File: src/rtl/lcd_decimal_digit_writer_macros.svh
// Assertion macros for the LCD decimal digit writer.
// Included by the top level; expects clk and rst_n in scope.
`ifndef LCD_DECIMAL_DIGIT_WRITER_MACROS_SVH
`define LCD_DECIMAL_DIGIT_WRITER_MACROS_SVH

`ifndef SYNTHESIS
`define LCDDW_ASSERT_NOW(label, ante, cons) \
    label: assert property (@(posedge clk) disable iff (!rst_n) (ante) |-> (cons)) \
        else $error("lcddw assertion failed");
`define LCDDW_ASSERT_NEXT(label, ante, cons) \
    label: assert property (@(posedge clk) disable iff (!rst_n) (ante) |=> (cons)) \
        else $error("lcddw assertion failed");
`else
`define LCDDW_ASSERT_NOW(label, ante, cons)
`define LCDDW_ASSERT_NEXT(label, ante, cons)
`endif

`endif

File: src/rtl/lcddw_pkg.sv
// Shared types, constants and functions of the LCD decimal digit writer.
// No dependencies.
package lcddw_pkg;

    localparam int NUM_DIGITS = 6;
    localparam int NUM_ROWS   = 4;
    localparam int OUT_W      = 24;
    localparam int ROW_W      = (4 * NUM_DIGITS > OUT_W) ? 4 * NUM_DIGITS : OUT_W;

    localparam logic       OP_CHAR    = 1'b0;
    localparam logic       OP_NUMBER  = 1'b1;
    localparam logic [7:0] CHAR_ZERO  = 8'h30;
    localparam logic [7:0] CHAR_NINE  = 8'h39;

    typedef enum logic [1:0] {
        ST_OK       = 2'd0,
        ST_BAD_POS  = 2'd1,
        ST_BAD_CHAR = 2'd2
    } status_t;

    typedef logic [NUM_ROWS-1:0][ROW_W-1:0] rows_t;

    typedef struct packed {
        logic                      op;
        status_t                   status;
        logic [3:0]                digit;
        logic [2:0]                pos;
        logic [NUM_DIGITS:0][3:0]  qlow;
    } item_t;

    // floor(val / 10**k) by reciprocal multiply, exact for 20-bit val
    function automatic logic [19:0] div_pow10(input logic [19:0] val, input int k);
        logic [63:0] prod;
        logic [19:0] q;
        prod = 64'd0;
        q    = 20'd0;
        case (k)
            0:
            begin
                q = val;
            end
            1:
            begin
                prod = 64'(val) * 64'd1677722;
                q    = prod[43:24];
            end
            2:
            begin
                prod = 64'(val) * 64'd1342178;
                q    = prod[46:27];
            end
            3:
            begin
                prod = 64'(val) * 64'd1073742;
                q    = prod[49:30];
            end
            4:
            begin
                prod = 64'(val) * 64'd1717987;
                q    = prod[53:34];
            end
            5:
            begin
                prod = 64'(val) * 64'd1374390;
                q    = prod[56:37];
            end
            6:
            begin
                prod = 64'(val) * 64'd1099512;
                q    = prod[59:40];
            end
            default:
            begin
                q = 20'd0;
            end
        endcase
        return q;
    endfunction

    // four row nibbles of a digit, row 0 in the low nibble
    function automatic logic [15:0] digit_rows(input logic [3:0] d);
        logic [15:0] r;
        case (d)
            4'd0:    r = 16'h1551;
            4'd1:    r = 16'h0110;
            4'd2:    r = 16'h1E11;
            4'd3:    r = 16'h1B11;
            4'd4:    r = 16'h0B50;
            4'd5:    r = 16'h1B41;
            4'd6:    r = 16'h1F41;
            4'd7:    r = 16'h0111;
            4'd8:    r = 16'h1F51;
            4'd9:    r = 16'h1B51;
            default: r = 16'h0000;
        endcase
        return r;
    endfunction

endpackage

File: src/rtl/lcddw_decode.sv
// Decode of one input item: status check and decimal quotients.
// Depends on lcddw_pkg.
module lcddw_decode
    import lcddw_pkg::*;
(
    input  logic        op,
    input  logic [7:0]  char_code,
    input  logic [2:0]  position,
    input  logic [19:0] number_value,
    output item_t       item
);

    logic [7:0]  char_off;
    logic [19:0] quot [NUM_DIGITS+1];

    assign char_off = char_code - CHAR_ZERO;

    always_comb
    begin
        item.op     = op;
        item.digit  = char_off[3:0];
        item.pos    = position;
        item.status = ST_OK;
        if (op == OP_CHAR)
        begin
            if (char_code < CHAR_ZERO || char_code > CHAR_NINE)
            begin
                item.status = ST_BAD_CHAR;
            end
            else if ({1'b0, position} >= 4'(NUM_DIGITS))
            begin
                item.status = ST_BAD_POS;
            end
        end
        for (int k = 0; k <= NUM_DIGITS; k++)
        begin
            quot[k]      = div_pow10(number_value, k);
            item.qlow[k] = quot[k][3:0];
        end
    end

endmodule

File: config.mk
export PLATFORM = sky130hd
export DESIGN_NAME = lcddw_decode
export DESIGN_NICKNAME = d
export VERILOG_FILES = /design/src/rtl/lcd_decimal_digit_writer_macros.svh /design/src/rtl/lcddw_pkg.sv /design/src/rtl/lcddw_decode.sv
export SDC_FILE = /design/constraint.sdc
export NUM_CORES = 2
export LEC_CHECK = 0
export ABC_AREA = 1
export BUFFER_PORTS_ARGS = -buffer_cell sky130_fd_sc_hd__buf_2
export CAP_MARGIN = 5
export CORE_MARGIN = 2
export CORE_UTILIZATION = 35
export DETAILED_ROUTE_END_ITERATION = 10
export GPL_TIMING_DRIVEN = 0
export SYNTH_ARGS = -nofsm -noshare
export SYNTH_HDL_FRONTEND = slang
export SYNTH_SLANG_ARGS = --single-unit
File: constraint.sdc
create_clock -name vclk -period 7.53
set_input_delay 1.1295 -clock vclk [all_inputs]
set_output_delay 1.1295 -clock vclk [all_outputs]
set_load 0.03 [all_outputs]
==> metrics.txt <==
status=finished with violations; violated checks=setup timing; via count=roughly 27000; met2 routed WL=53200 um; share of the synthesized area in the top cell type=42.0%; # clk buffers=0; final setup margin=-0.0979 ns; Arrival @ worst endpoint=about 6.5 ns; crit-path most repeated cell=fa_1; XOR/XNOR Fraction of Synth Area=0.557%; critical path endpoint category=output port; complex-gate fraction of the synthesized area=3.44%; Core Area=98100 um^2; Crit Path Class=in -> out; fillers=a little under 10000; dpl ws=-2.73 ns; max_slew headroom=31.4%; global placement routability congestion=between 0.9 and 1; area occupied by multi-input gates=just over 30000 um^2; Max Clock Freq=about 130 MHz; post-route ant nets=0; adder-cell area share of the yosys netlist=70.7%; post-synthesis simple-gate area fraction=between 10% and 20%; CP Max Fanout=5; routed wl met3=14600 um; nets=slightly below 6000; Yosys cell types=30; DRC errors left=0; Finish-stage setup viols=4; worst hold path class=in -> out; Critical Path RT=6.40 ns; Avg Cell Area, Syn=approximately 8.7 um^2; DRT Pass-1 Iters=5; Worst Setup Start Kind=input port; min Tclk post-route=between 7 and 8 ns; max cap viols=0; Layout area overhead=17.0%; chip height=318 um; CP max-delay cell=fa_2; Overall Global Routing Usage=23.6%; Boundary Pins=70; Seq cells=0; RSZ-0062 raised after global routing=yes; Avg WL per Cell=22.2 um; largest net degree at the start of global routing=26; DRT iter0 DRCs=2164; row cnt=115; Syn. warnings=0; Detail Placement HPWL=between 90000 and 100000 um; Slew Viols, Final=0; Die Width=around 320 um; final worst-path cycle share=101%; WL met1=48500 um; Cells after Synth=about 4000; final hold violations=0; initial antenna violation count=4; first-pass GRT wire length=176000 um; die area=a little over 100000 um^2; post-route cell area=approximately 40000 um^2; Worst Tran Pin Value=1.02 ns; vias in the first global route=27986; Synth area leaders=fa_1, ha_1, inv_1, nand2_1, a21oi_1; grt total ovfl=0; share of cells above drive strength 1=12.7%; final WL=123000 um; placed cell areas=36500 um^2; top layer in use=met5; number of port buffers=65; Initial Util=35.2%; Worst path max stage delay=0.59 ns; sequential cell area fraction in the yosys report=0%; hold depth=2; post-synth top area cell=fa_1; mux cell area share after synthesis=0%; largest family of logic cells by synthesized area=adder cells; vias per cell=roughly 5.0; sequential cell area=0 um^2; mapped cell area=34600 um^2
timing repair:
| action | in CTS | in global routing |
|---|---|---|
| pin swaps | 57 | 129 |
| endpoints found under the setup margin | 21 | 20 |
| hold buffers | 0 | 0 |
| buffers inserted | 106 | 59 |
| gates resized for setup | 254 | 212 |
| cloned | 7 | 6 |
cells in the mapped netlist:
master and n:
nor4_1 6, conb_1 1, xor2_1 10, o31a_1 1
and3_1 1, nor4_2 1, a21o_1 18, fa_1 725
buf_4 15, nor3b_2 1, o21a_1 4, nand4_1 32
o211ai_1 3, nand2_1 568, a21oi_1 136, nand3_1 93
xnor2_1 12, o21bai_1 14, nor2_2 3, and2_1 3
ha_1 795, o21ai_0 39, nor3_1 17, nand2_2 4
nor3_4 1, nor2_1 138, inv_1 1337, or2_2 4
nand3b_1 5, a31oi_1 2
through the flow:
stage                     hold slack [ns]  setup TNS, ns  util, %  cells
after floorplan                      2.37              0        -   3991
after global placement               2.51         -40.81     37.2   5343
after detailed placement             2.51         -41.34     37.2   5343
after CTS                            2.51        -0.0192     39.6   5456
after global routing                 2.52          -1.69     41.2   5521
final                                2.51         -0.179     41.2   5527
layout by cell type (no fill, tap or decap), types with 32 or more instances in the layout:
master,netlist,routed
inv_1,1337,1288
fa_1,725,699
ha_1,795,698
nand2_1,568,534
buf_4,15,168
a21oi_1,136,116
nor2_1,138,114
nand3_1,93,85
ha_4,0,85
o21ai_0,39,35
nand2_2,4,33
nand4_1,32,32
layout make-up:
class              instances  area share (%)
diodes                     6          0.0371
plain buffers             15           0.278
inverters               1337            12.7
multi-input cells       2639            76.7
well taps               1287            3.98
repair buffers           243            6.38
cell families after synthesis:
kind of cell	after synthesis
AND/OR/NAND/NOR	877
AO/OA/AOI/OAI	217
other	1
XOR/XNOR	22
buffers and inverters	1352
adder cells (fa/ha/maj)	1520
critical path: cells and delay by family:
kind / cells / cell delay (ns)
AOI/OAI and AO/OA: 3 / 0.46
adders and majority gates: 8 / 3.32
buffers and inverters: 10 / 1.02
and+or+nand+nor: 4 / 0.53
worst paths after layout:
path                         start        to  slack, ns
hold / removal        char_code[0]  item[31]       2.51
setup / recovery  number_value[12]   item[7]       -0.1
per-layer routing:
metal | vias up | GRT usage, %
met2 | 1212 | 36.9
met1 | 13475 | 31.2
met4 | 2 | 9.08
met3 | 295 | 6.19
li1 | 12406 | -
met5 | - | 0
Power is left out: the tool's default activity adds up to more than one toggle a clock period on the data nets, which glitch-free logic cannot reach.
