==> config.mk <==
export PLATFORM = sky130hd
export DESIGN_NAME = lcddw_merge
export DESIGN_NICKNAME = d
export VERILOG_FILES = /design/src/rtl/lcd_decimal_digit_writer_macros.svh /design/src/rtl/lcddw_pkg.sv /design/src/rtl/lcddw_merge.sv
export SDC_FILE = /design/constraint.sdc
export NUM_CORES = 1
export LEC_CHECK = 0
export BUFFER_PORTS_ARGS = -buffer_cell sky130_fd_sc_hd__clkbuf_2
export CORE_MARGIN = 1
export CORE_UTILIZATION = 41
export DETAILED_ROUTE_END_ITERATION = 8
export GPL_ROUTABILITY_DRIVEN = 0
export GPL_TIMING_DRIVEN = 0
export MAX_ROUTING_LAYER = met4
export PLACE_DENSITY = 0.8
export REMOVE_ABC_BUFFERS = 1
export SETUP_SLACK_MARGIN = 0.2
export SLEW_MARGIN = 10
export SYNTH_ARGS = -nofsm -noshare
export SYNTH_HDL_FRONTEND = slang
export SYNTH_SLANG_ARGS = --single-unit
==> constraint.sdc <==
create_clock -name vclk -period 3.1
set_input_delay 0.62 -clock vclk [all_inputs]
set_output_delay 0.62 -clock vclk [all_outputs]
set_load 0.005 [all_outputs]
==> src/rtl/lcd_decimal_digit_writer_macros.svh <==
// Assertion macros for the LCD decimal digit writer.
// Included by the top level; expects clk and rst_n in scope.
`ifndef LCD_DECIMAL_DIGIT_WRITER_MACROS_SVH
`define LCD_DECIMAL_DIGIT_WRITER_MACROS_SVH

`ifndef SYNTHESIS
`define LCDDW_ASSERT_NOW(label, ante, cons) \
    label: assert property (@(posedge clk) disable iff (!rst_n) (ante) |-> (cons)) \
        else $error("lcddw assertion failed");
`define LCDDW_ASSERT_NEXT(label, ante, cons) \
    label: assert property (@(posedge clk) disable iff (!rst_n) (ante) |=> (cons)) \
        else $error("lcddw assertion failed");
`else
`define LCDDW_ASSERT_NOW(label, ante, cons)
`define LCDDW_ASSERT_NEXT(label, ante, cons)
`endif

`endif

==> src/rtl/lcddw_pkg.sv <==
// Shared types, constants and functions of the LCD decimal digit writer.
// No dependencies.
package lcddw_pkg;

    localparam int NUM_DIGITS = 6;
    localparam int NUM_ROWS   = 4;
    localparam int OUT_W      = 24;
    localparam int ROW_W      = (4 * NUM_DIGITS > OUT_W) ? 4 * NUM_DIGITS : OUT_W;

    localparam logic       OP_CHAR    = 1'b0;
    localparam logic       OP_NUMBER  = 1'b1;
    localparam logic [7:0] CHAR_ZERO  = 8'h30;
    localparam logic [7:0] CHAR_NINE  = 8'h39;

    typedef enum logic [1:0] {
        ST_OK       = 2'd0,
        ST_BAD_POS  = 2'd1,
        ST_BAD_CHAR = 2'd2
    } status_t;

    typedef logic [NUM_ROWS-1:0][ROW_W-1:0] rows_t;

    typedef struct packed {
        logic                      op;
        status_t                   status;
        logic [3:0]                digit;
        logic [2:0]                pos;
        logic [NUM_DIGITS:0][3:0]  qlow;
    } item_t;

    // floor(val / 10**k) by reciprocal multiply, exact for 20-bit val
    function automatic logic [19:0] div_pow10(input logic [19:0] val, input int k);
        logic [63:0] prod;
        logic [19:0] q;
        prod = 64'd0;
        q    = 20'd0;
        case (k)
            0:
            begin
                q = val;
            end
            1:
            begin
                prod = 64'(val) * 64'd1677722;
                q    = prod[43:24];
            end
            2:
            begin
                prod = 64'(val) * 64'd1342178;
                q    = prod[46:27];
            end
            3:
            begin
                prod = 64'(val) * 64'd1073742;
                q    = prod[49:30];
            end
            4:
            begin
                prod = 64'(val) * 64'd1717987;
                q    = prod[53:34];
            end
            5:
            begin
                prod = 64'(val) * 64'd1374390;
                q    = prod[56:37];
            end
            6:
            begin
                prod = 64'(val) * 64'd1099512;
                q    = prod[59:40];
            end
            default:
            begin
                q = 20'd0;
            end
        endcase
        return q;
    endfunction

    // four row nibbles of a digit, row 0 in the low nibble
    function automatic logic [15:0] digit_rows(input logic [3:0] d);
        logic [15:0] r;
        case (d)
            4'd0:    r = 16'h1551;
            4'd1:    r = 16'h0110;
            4'd2:    r = 16'h1E11;
            4'd3:    r = 16'h1B11;
            4'd4:    r = 16'h0B50;
            4'd5:    r = 16'h1B41;
            4'd6:    r = 16'h1F41;
            4'd7:    r = 16'h0111;
            4'd8:    r = 16'h1F51;
            4'd9:    r = 16'h1B51;
            default: r = 16'h0000;
        endcase
        return r;
    endfunction

endpackage

==> src/rtl/lcddw_merge.sv <==
// Segment row update: digit extraction, row lookup and nibble merge.
// Depends on lcddw_pkg.
module lcddw_merge
    import lcddw_pkg::*;
(
    input  item_t item,
    input  rows_t rows,
    output rows_t updated
);

    logic [3:0]  dig  [NUM_DIGITS];
    logic [15:0] pat  [NUM_DIGITS];
    logic [15:0] cpat;

    assign cpat = digit_rows(item.digit);

    always_comb
    begin
        updated = rows;
        // digit n = q[n] - 10*q[n+1], low nibble only
        for (int n = 0; n < NUM_DIGITS; n++)
        begin
            dig[n] = item.qlow[n] - {item.qlow[n+1][0], 3'b000}
                                  - {item.qlow[n+1][2:0], 1'b0};
            pat[n] = digit_rows(dig[n]);
        end
        if (item.op == OP_NUMBER)
        begin
            for (int p = 0; p < NUM_DIGITS; p++)
            begin
                for (int r = 0; r < NUM_ROWS; r++)
                begin
                    updated[r][4*p +: 4] = pat[NUM_DIGITS-1-p][4*r +: 4];
                end
            end
        end
        else if (item.status == ST_OK)
        begin
            for (int p = 0; p < NUM_DIGITS; p++)
            begin
                if (item.pos == 3'(p))
                begin
                    for (int r = 0; r < NUM_ROWS; r++)
                    begin
                        updated[r][4*p +: 4] = cpat[4*r +: 4];
                    end
                end
            end
        end
    end

endmodule

==> impl_metrics.csv, run 1 <==
group,metric,value,unit
critical_path,worstSetupPathType,"input pin to primary output",
final_layout,nFlopsAndLatches,0,
logic_synthesis,synth_cell_types,63,
final_layout,nNetsFinal,1000,
timing,setup_viol,0,
timing,grt_setup_unrepaired,"yes",
placement,post-dp-hpwl,10.8,mm
hold_path,hp-class,"input pin to primary output",
critical_path,path_common_cell,"ha_4",
timing,hold_viol,0,
drt,routedWlPerCell,19.8,um
run_status,status,"finished, final reports clean",
die,die-area,9370,sq um
critical_path,path_max_fanout,4,
drt,drc,0,
final_layout,fin_cells,934,
logic_synthesis,yosysWarnings,0,
timing,relSlewSlack,54.1,%
drt,vias,5883,
final_layout,num_antenna_cells,0,
placement,placed_cells,868,
global_routing,grt_max_degree,72,
final_layout,mostFrequentLayoutCells,"195 x clkbuf_2, 53 x nor2_1, 53 x buf_4, 34 x nand2_1, 32 x and3_1",
global_routing,grt_pass1_wl,25.5,mm
die,rows,34,
final_layout,regArea,0,sq um
pwr,pwr-share-comb,100.0,%
critical_path,crit_path_cell_trace,"clkbuf_16 -> clkinvlp_4 -> ha_4 -> nor2_4 -> xnor2_2 -> inv_2 -> ha_4 -> or3_1 -> nand4b_1 -> o21ai_1 -> buf_2",
final_layout,clock_buffers,0,
die,die_w,96.8,um
critical_path,critical_path_buf_inv_count,4,
critical_path,start_kind,"input pin",
die,start_util,42.2,%
timing,fmax,333,MHz
timing,tightest_slew,0.686,ns
placement,place_area,4800,sq um
timing,final-max-slew-violation-count,0,
pwr,intPower,0.831,mW
pwr,seq_power_share,0,%
drt,ant_nets,0,
die,chipHeight,96.8,um
critical_path,critPathTopFamily,"simple AND/OR/NAND/NOR gates",
timing,fin_ws,0.0927,ns
logic_synthesis,syn_avg_cell_area,6.44,sq um
pwr,power_per_cell_area,259,nW/um^2
final_layout,stdcell_area,6590,sq um
critical_path,arrival,2.39,ns
drt,wirelength,18.5,mm
logic_synthesis,syn_area,3680,sq um
global_routing,antenna_found_initial,0,
timing,period_minus_slack,3.01,ns
drt,first_pass_iters,6,
placement,dp_worst_setup_slack,-1.18,ns
pwr,p_switching,0.874,mW
pwr,power.leakage,3.11,nW
global_routing,grt_pass1_vias,5191,
final_layout,nFillCells,585,
pwr,ir_drop,0.166,mV
global_routing,grt_use_total,33.5,%
timing,holdWs,1.51,ns
critical_path,slowest_delay,0.32,ns
die,io_pins,230,
critical_path,slowest_stage,"or3_1",
final_layout,area_growth,78.9,%
global_routing,grt_overflow,0,
placement,numPortBuffers,229,
critical_path,cp-end-kind,"primary output",
final_layout,final_common_cell,"clkbuf_2",
critical_path,critical_path_required,2.48,ns
timing,min_period_over_period,97.0,%
die,core-area,8720,sq um
drt,drtIter0Drc,467,
pwr,p_total,1.71,mW
pwr,clock_power_share,0,%
drt,viasPerCell,6.30,
flow_run,maxCapViolations,0,
timing,setup_tns,0,ns
logic_synthesis,yosysSeqAreaShare,0,%
logic_synthesis,synth_cells,572,
pwr,power.share.switching,51.3,%
final_layout,drive_gt1_share,52.1,%
final_layout,fin_util,75.6,%
-- cell type report --
| type | instances | area [sq um] | share of cell area (%) |
|---|---|---|---|
| timing repair inverter | 2 | 15.0 | 0.228 |
| timing repair buffer | 292 | 1890 | 28.7 |
| tap | 108 | 135 | 2.05 |
| inverter | 36 | 178 | 2.70 |
| multi-input combinational | 496 | 4370 | 66.3 |
-- worst min-delay path, stage by stage --
cell and delay (ns):
clkbuf_2 0.07, and2_1 0.10, clkbuf_2 0.10
-- synth_stat cells (all sizes together) (6+ instances only) --
master / n / area share [%]
o31ai: 8 / 1.6
nor2: 61 / 6.3
and3: 33 / 5.6
a211oi: 8 / 1.6
xnor2: 17 / 5.2
clkbuf: 30 / 3.1
nor2b: 6 / 1.0
o22ai: 19 / 3.2
and2: 27 / 4.6
a21oi: 36 / 4.9
mux2i: 16 / 4.3
o21ai: 45 / 6.1
nand3: 17 / 2.3
ha: 38 / 13
inv: 36 / 3.7
o211ai: 11 / 2.2
or3: 8 / 1.4
nand2: 37 / 3.8
nor3: 12 / 1.8
xor2: 16 / 4.2
a31oi: 9 / 1.5
buf: 11 / 1.5
-- power groups by stage --
stage                     Sequential [mW]  Combinational [mW]  Clock, mW
after floorplan                         0               0.669          0
after global placement                  0                1.03          0
after detailed placement                0                1.07          0
after CTS                               0                1.38          0
after global routing                    0                1.81          0
final                                   0                1.71          0
-- final timing paths --
kind | slack, ns | end | depth (start not counted) | from
max | 0.09 | updated[36] | 11 | item[8]
min | 1.51 | updated[94] | 3 | rows[94]
-- cells by family after synthesis --
group           count (synthesis)  synth area share, %
compound gates                181                 31.8
xor+xnor                       36                 11.3
fa+ha+maj                      38                 12.9
buf+inv                        77                 8.22
mux                            16                 4.35
simple gates                  224                 31.4
-- repair_timing --
action / 4_1_cts / 5_1_grt
resized for setup: 140 / 142
endpoints found under the setup margin: 95 / 49
hold buffers: 0 / 0
endpoints found under the hold margin: 0 / 0
pin swaps: 45 / 51
buffers inserted: 41 / 22
cloned: 3 / 0
-- metal layers --
layer,vias up,track usage [%],wire (um)
met5,-,-,0
met4,0,14.2,936
li1,2605,-,-
met3,105,4.05,2020
met2,468,55.3,8900
met1,2705,41.2,6670
No activity file was read; power rests on OpenSTA's default activity.
==> run 2: changes to the inputs <==
- ABC_AREA: unset -> 1
- CORE_UTILIZATION: 41 -> 42
==> impl_metrics.csv, run 2 <==
group,metric,value,unit
final_layout,num_antenna_cells,0,
final_layout,drive_gt1_share,31.7,%
global_routing,grt_overflow,0,
drt,wirelength,13.4,mm
logic_synthesis,synthTopCellsByArea,"nand2_1 31%, inv_1 12%, ha_1 12%, nand3_1 12%, nor2_1 7.1%",
logic_synthesis,yosysWarnings,0,
logic_synthesis,ys_top_cells_by_count,"323 x nand2_1, 130 x inv_1, 91 x nand3_1, 75 x nor2_1, 42 x a21oi_1",
logic_synthesis,yosysSeqAreaShare,0,%
timing,final-max-slew-violation-count,0,
placement,numPortBuffers,229,
critical_path,start_kind,"input pin",
critical_path,worstSetupPathType,"input pin to primary output",
clock_tree,hold_buffers,0,
drt,ant_nets,0,
hold_path,hold_depth,4,
final_layout,final_common_cell,"nand2_1",
timing,setup_viol,0,
pwr,power_per_cell_area,191,nW/um^2
timing,holdWs,1.49,ns
timing,tightest_slew,0.498,ns
timing,period_minus_slack,2.81,ns
drt,first_pass_iters,5,
logic_synthesis,syn_area,3960,sq um
timing,fin_ws,0.290,ns
placement,placed_cells,1140,
final_layout,nNetsFinal,1211,
die,die_w,99.1,um
global_routing,grt_pass1_vias,4702,
final_layout,nFlopsAndLatches,0,
pwr,seq_power_share,0,%
timing,min_period_over_period,90.6,%
pwr,intPower,0.426,mW
logic_synthesis,yosysMostFrequentCell,"nand2_1",
flow_run,maxCapViolations,0,
placement,place_area,5170,sq um
timing,fmax,356,MHz
hold_path,holdPathEnd,"updated[89]",
pwr,power.leakage,3.71,nW
global_routing,antenna_found_initial,0,
critical_path,cp-end-kind,"primary output",
run_status,status,"finished, final reports clean",
timing,grt_setup_unrepaired,"yes",
final_layout,fin_cells,1148,
global_routing,grt_pass1_wl,21.1,mm
placement,post-dp-hpwl,10.9,mm
pwr,clock_power_share,0,%
final_layout,nFillCells,959,
pwr,ir_drop,0.0970,mV
drt,viasPerCell,4.84,
drt,routedWlPerCell,11.7,um
die,start_util,43.0,%
critical_path,critical_path_required,2.48,ns
hold_path,hp-class,"input pin to primary output",
die,core-area,9200,sq um
pwr,power.share.switching,58.8,%
die,rows,35,
die,io_pins,230,
logic_synthesis,syn_avg_cell_area,4.88,sq um
logic_synthesis,yosysTopAreaCell,"nand2_1",
placement,dp_worst_setup_slack,-0.518,ns
die,chipHeight,99.1,um
final_layout,mostFrequentLayoutCells,"309 x nand2_1, 222 x clkbuf_2, 128 x inv_1, 90 x nand3_1, 72 x nor2_1",
final_layout,regArea,0,sq um
hold_path,hold_start,"rows[89]",
logic_synthesis,synth_cells,812,
logic_synthesis,synth_cell_types,33,
drt,drc,0,
timing,hold_viol,0,
final_layout,clock_buffers,0,
global_routing,grt_use_total,26.5,%
timing,relSlewSlack,66.8,%
final_layout,area_growth,37.0,%
final_layout,fin_util,59.0,%
final_layout,stdcell_area,5420,sq um
critical_path,path_max_fanout,5,
drt,vias,5554,
drt,drtIter0Drc,235,
pwr,pwr-share-comb,100.0,%
pwr,p_switching,0.608,mW
critical_path,arrival,2.19,ns
global_routing,grt_max_degree,55,
die,die-area,9820,sq um
logic_synthesis,synth_top_area_share,30.6,%
run 2: changes by cell type after synthesis, moves of 11 or more:
cell	before	now
xor2_1	14	3
nor3_1	11	0
mux2i_1	16	0
clkbuf_1	30	4
nand2_1	37	323
and2_1	27	0
nand3_1	17	91
nand2_2	0	14
o21ai_0	43	12
o22ai_1	19	0
and3_1	33	0
inv_1	36	130
nor2_1	60	75
run 2: worst max-delay path by stage:
stage                     depth (start not counted)  slack (ns)      from           to
after floorplan                                  10        0.50   item[8]  updated[36]
after global placement                            9       -0.50  item[37]  updated[65]
after detailed placement                          9       -0.52  item[37]  updated[67]
after CTS                                        15        0.20   item[4]  updated[67]
after global routing                             11        0.17  item[21]  updated[24]
final                                            11        0.29  item[21]  updated[24]
run 2: power by group through the flow:
stage          registers, mW  logic (mW)  clock network (mW)
4_1_cts                    0       0.983                   0
3_5_place_dp               0       0.965                   0
5_1_grt                    0        1.17                   0
3_3_place_gp               0       0.952                   0
6_report                   0        1.03                   0
2_1_floorplan              0       0.608                   0
run 2: logic make-up after synthesis:
kind of cell | after synthesis | share of synthesized area [%]
simple gates | 536 | 59.8
compound gates | 73 | 10.6
buf+inv | 157 | 15.9
fa+ha+maj | 38 | 12.0
xor+xnor | 8 | 1.77
run 2: stage by stage:
step / TNS [ns] / power (mW)
3_3_place_gp: -20.31 / 0.952
5_1_grt: 0 / 1.17
4_1_cts: 0 / 0.983
2_1_floorplan: 0 / 0.608
6_report: 0 / 1.03
3_5_place_dp: -21.44 / 0.965
run 2: repair_timing:
item                                    4_1_cts  5_1_grt
buffers inserted                              3        5
endpoints found under the setup margin       62       38
pin swaps                                     3       10
resized for setup                            10       48
hold endpoints to repair                      0        0
run 2: critical path, cell delays in order:
cell      delay [ns]
clkbuf_2        0.16
ha_1            0.23
nor2_2          0.17
nand2_2         0.12
nand2_4         0.10
inv_1           0.04
ha_1            0.26
or2_0           0.22
nand2_1         0.09
a21oi_1         0.06
clkbuf_2        0.12
run 2: per-layer routing:
| layer | share of wire [%] | vias up | GRT usage (%) |
|---|---|---|---|
| met5 | 0 | - | - |
| met4 | 1.5 | 0 | 3.96 |
| met3 | 6.3 | 20 | 1.21 |
| met2 | 46 | 201 | 44.3 |
| met1 | 46 | 2363 | 36.1 |
| li1 | - | 2970 | - |
run 2: area by class of cell:
class / instances / area [sq um] / share of cell area, %
inverters: 145 / 558 / 10.3
repair buffers: 237 / 1230 / 22.7
well taps: 111 / 139 / 2.56
multi-input cells: 655 / 3490 / 64.4
==> run 3: changes to the inputs <==
- PLACE_DENSITY: 0.8 -> 0.81
- RECOVER_POWER: unset -> 25
==> impl_metrics.csv, run 3 (synthesis gave the netlist of run 2 again) <==
group,metric,value,unit
timing,final-max-slew-violation-count,0,
timing,min_period_over_period,91.3,%
timing,fin_ws,0.269,ns
final_layout,num_antenna_cells,0,
global_routing,grt_pass1_vias,4510,
timing,fmax,353,MHz
critical_path,path_max_fanout,8,
placement,numPortBuffers,229,
final_layout,nNetsFinal,1211,
timing,period_minus_slack,2.83,ns
die,die_w,99.1,um
die,start_util,43.0,%
die,chipHeight,99.1,um
final_layout,regArea,0,sq um
critical_path,worstSetupStartpoint,"item[8]",
die,rows,35,
global_routing,grt_use_total,25.2,%
timing,hold_viol,0,
critical_path,cp-end-kind,"primary output",
clock_tree,hold_buffers,0,
global_routing,grt_overflow,0,
final_layout,drive_gt1_share,30.4,%
global_routing,antenna_found_initial,0,
timing,tightest_slew,0.514,ns
drt,routedWlPerCell,11.4,um
placement,post-dp-hpwl,10.7,mm
placement,place_area,5170,sq um
critical_path,worstSetupPathType,"input pin to primary output",
drt,vias,5541,
die,io_pins,230,
timing,setup_viol,0,
pwr,power_per_cell_area,190,nW/um^2
drt,drc,0,
drt,wirelength,13.1,mm
hold_path,hp-class,"input pin to primary output",
final_layout,stdcell_area,5370,sq um
die,core-area,9200,sq um
drt,first_pass_iters,5,
placement,dp_worst_setup_slack,-0.549,ns
final_layout,clock_buffers,0,
critical_path,arrival,2.21,ns
hold_path,hold_depth,4,
drt,drtIter0Drc,184,
flow_run,maxCapViolations,0,
final_layout,fin_cells,1148,
die,die-area,9820,sq um
timing,grt_setup_unrepaired,"yes",
critical_path,endpoint,"updated[36]",
timing,relSlewSlack,65.6,%
pwr,ir_drop,0.0930,mV
final_layout,mostFrequentLayoutCells,"313 x nand2_1, 216 x clkbuf_2, 129 x inv_1, 91 x nand3_1, 72 x nor2_1",
critical_path,critical_path_required,2.48,ns
final_layout,nFlopsAndLatches,0,
drt,ant_nets,0,
placement,placed_cells,1140,
final_layout,nFillCells,969,
drt,viasPerCell,4.83,
run_status,status,"finished, final reports clean",
critical_path,start_kind,"input pin",
final_layout,area_growth,35.5,%
global_routing,grt_pass1_wl,20.0,mm
global_routing,grt_max_degree,55,
pwr,power.leakage,3.67,nW
final_layout,final_common_cell,"nand2_1",
==> run 3: critical path, cell delays in order <==
cell	delay, ns
clkbuf_4	0.15
inv_2	0.11
ha_4	0.16
inv_1	0.04
nand2_1	0.08
nand2_1	0.08
nand2_2	0.11
inv_1	0.06
ha_1	0.26
or2_2	0.29
nand2_1	0.06
a21oi_1	0.07
clkbuf_2	0.12
==> run 3: layout make-up <==
class / instances / area [sq um] / share of cell area (%)
inverters: 145 / 558 / 10.4
well taps: 111 / 139 / 2.59
multi-input cells: 655 / 3450 / 64.3
repair buffers: 237 / 1220 / 22.7
==> run 3: timing repair <==
| action | 4_1_cts | 5_1_grt |
|---|---|---|
| endpoints found under the hold margin | 0 | 0 |
| endpoints found under the setup margin | 62 | 35 |
| gates resized for setup | 9 | 43 |
| pin swaps | 4 | 14 |
| buffers inserted | 5 | 3 |
==> run 3: stage by stage <==
stage / setup TNS (ns) / hold WS [ns] / power (mW) / utilization, %
final: 0 / 1.49 / 1.02 / 58.3
after global routing: 0 / 1.50 / 1.15 / 58.3
after detailed placement: -21.86 / 1.49 / 0.963 / 56.2
after floorplan: 0 / 1.27 / 0.608 / -
after CTS: 0 / 1.49 / 0.983 / 57.0
after global placement: -20.74 / 1.48 / 0.952 / 56.2
==> run 3: power by group <==
part	switching, mW	internal, mW	leakage [nW]
logic	0.599	0.419	3.67
registers	0	0	0
clock network	0	0	0
==> run 3: worst min path at each step <==
stage	startpoint	to	slack [ns]
CTS	rows[75]	updated[75]	1.49
floorplan	item[37]	updated[10]	1.27
detailed placement	rows[75]	updated[75]	1.49
global route	rows[41]	updated[41]	1.50
global placement	rows[13]	updated[13]	1.48
finish	rows[75]	updated[75]	1.49
==> run 3: routing by layer <==
metal | global-route usage (%) | wire (um) | vias up
met5 | - | 0 | -
met4 | 3.62 | 184 | 0
met3 | 1.77 | 876 | 13
met2 | 43.9 | 6200 | 186
met1 | 32.7 | 5840 | 2375
li1 | - | - | 2967
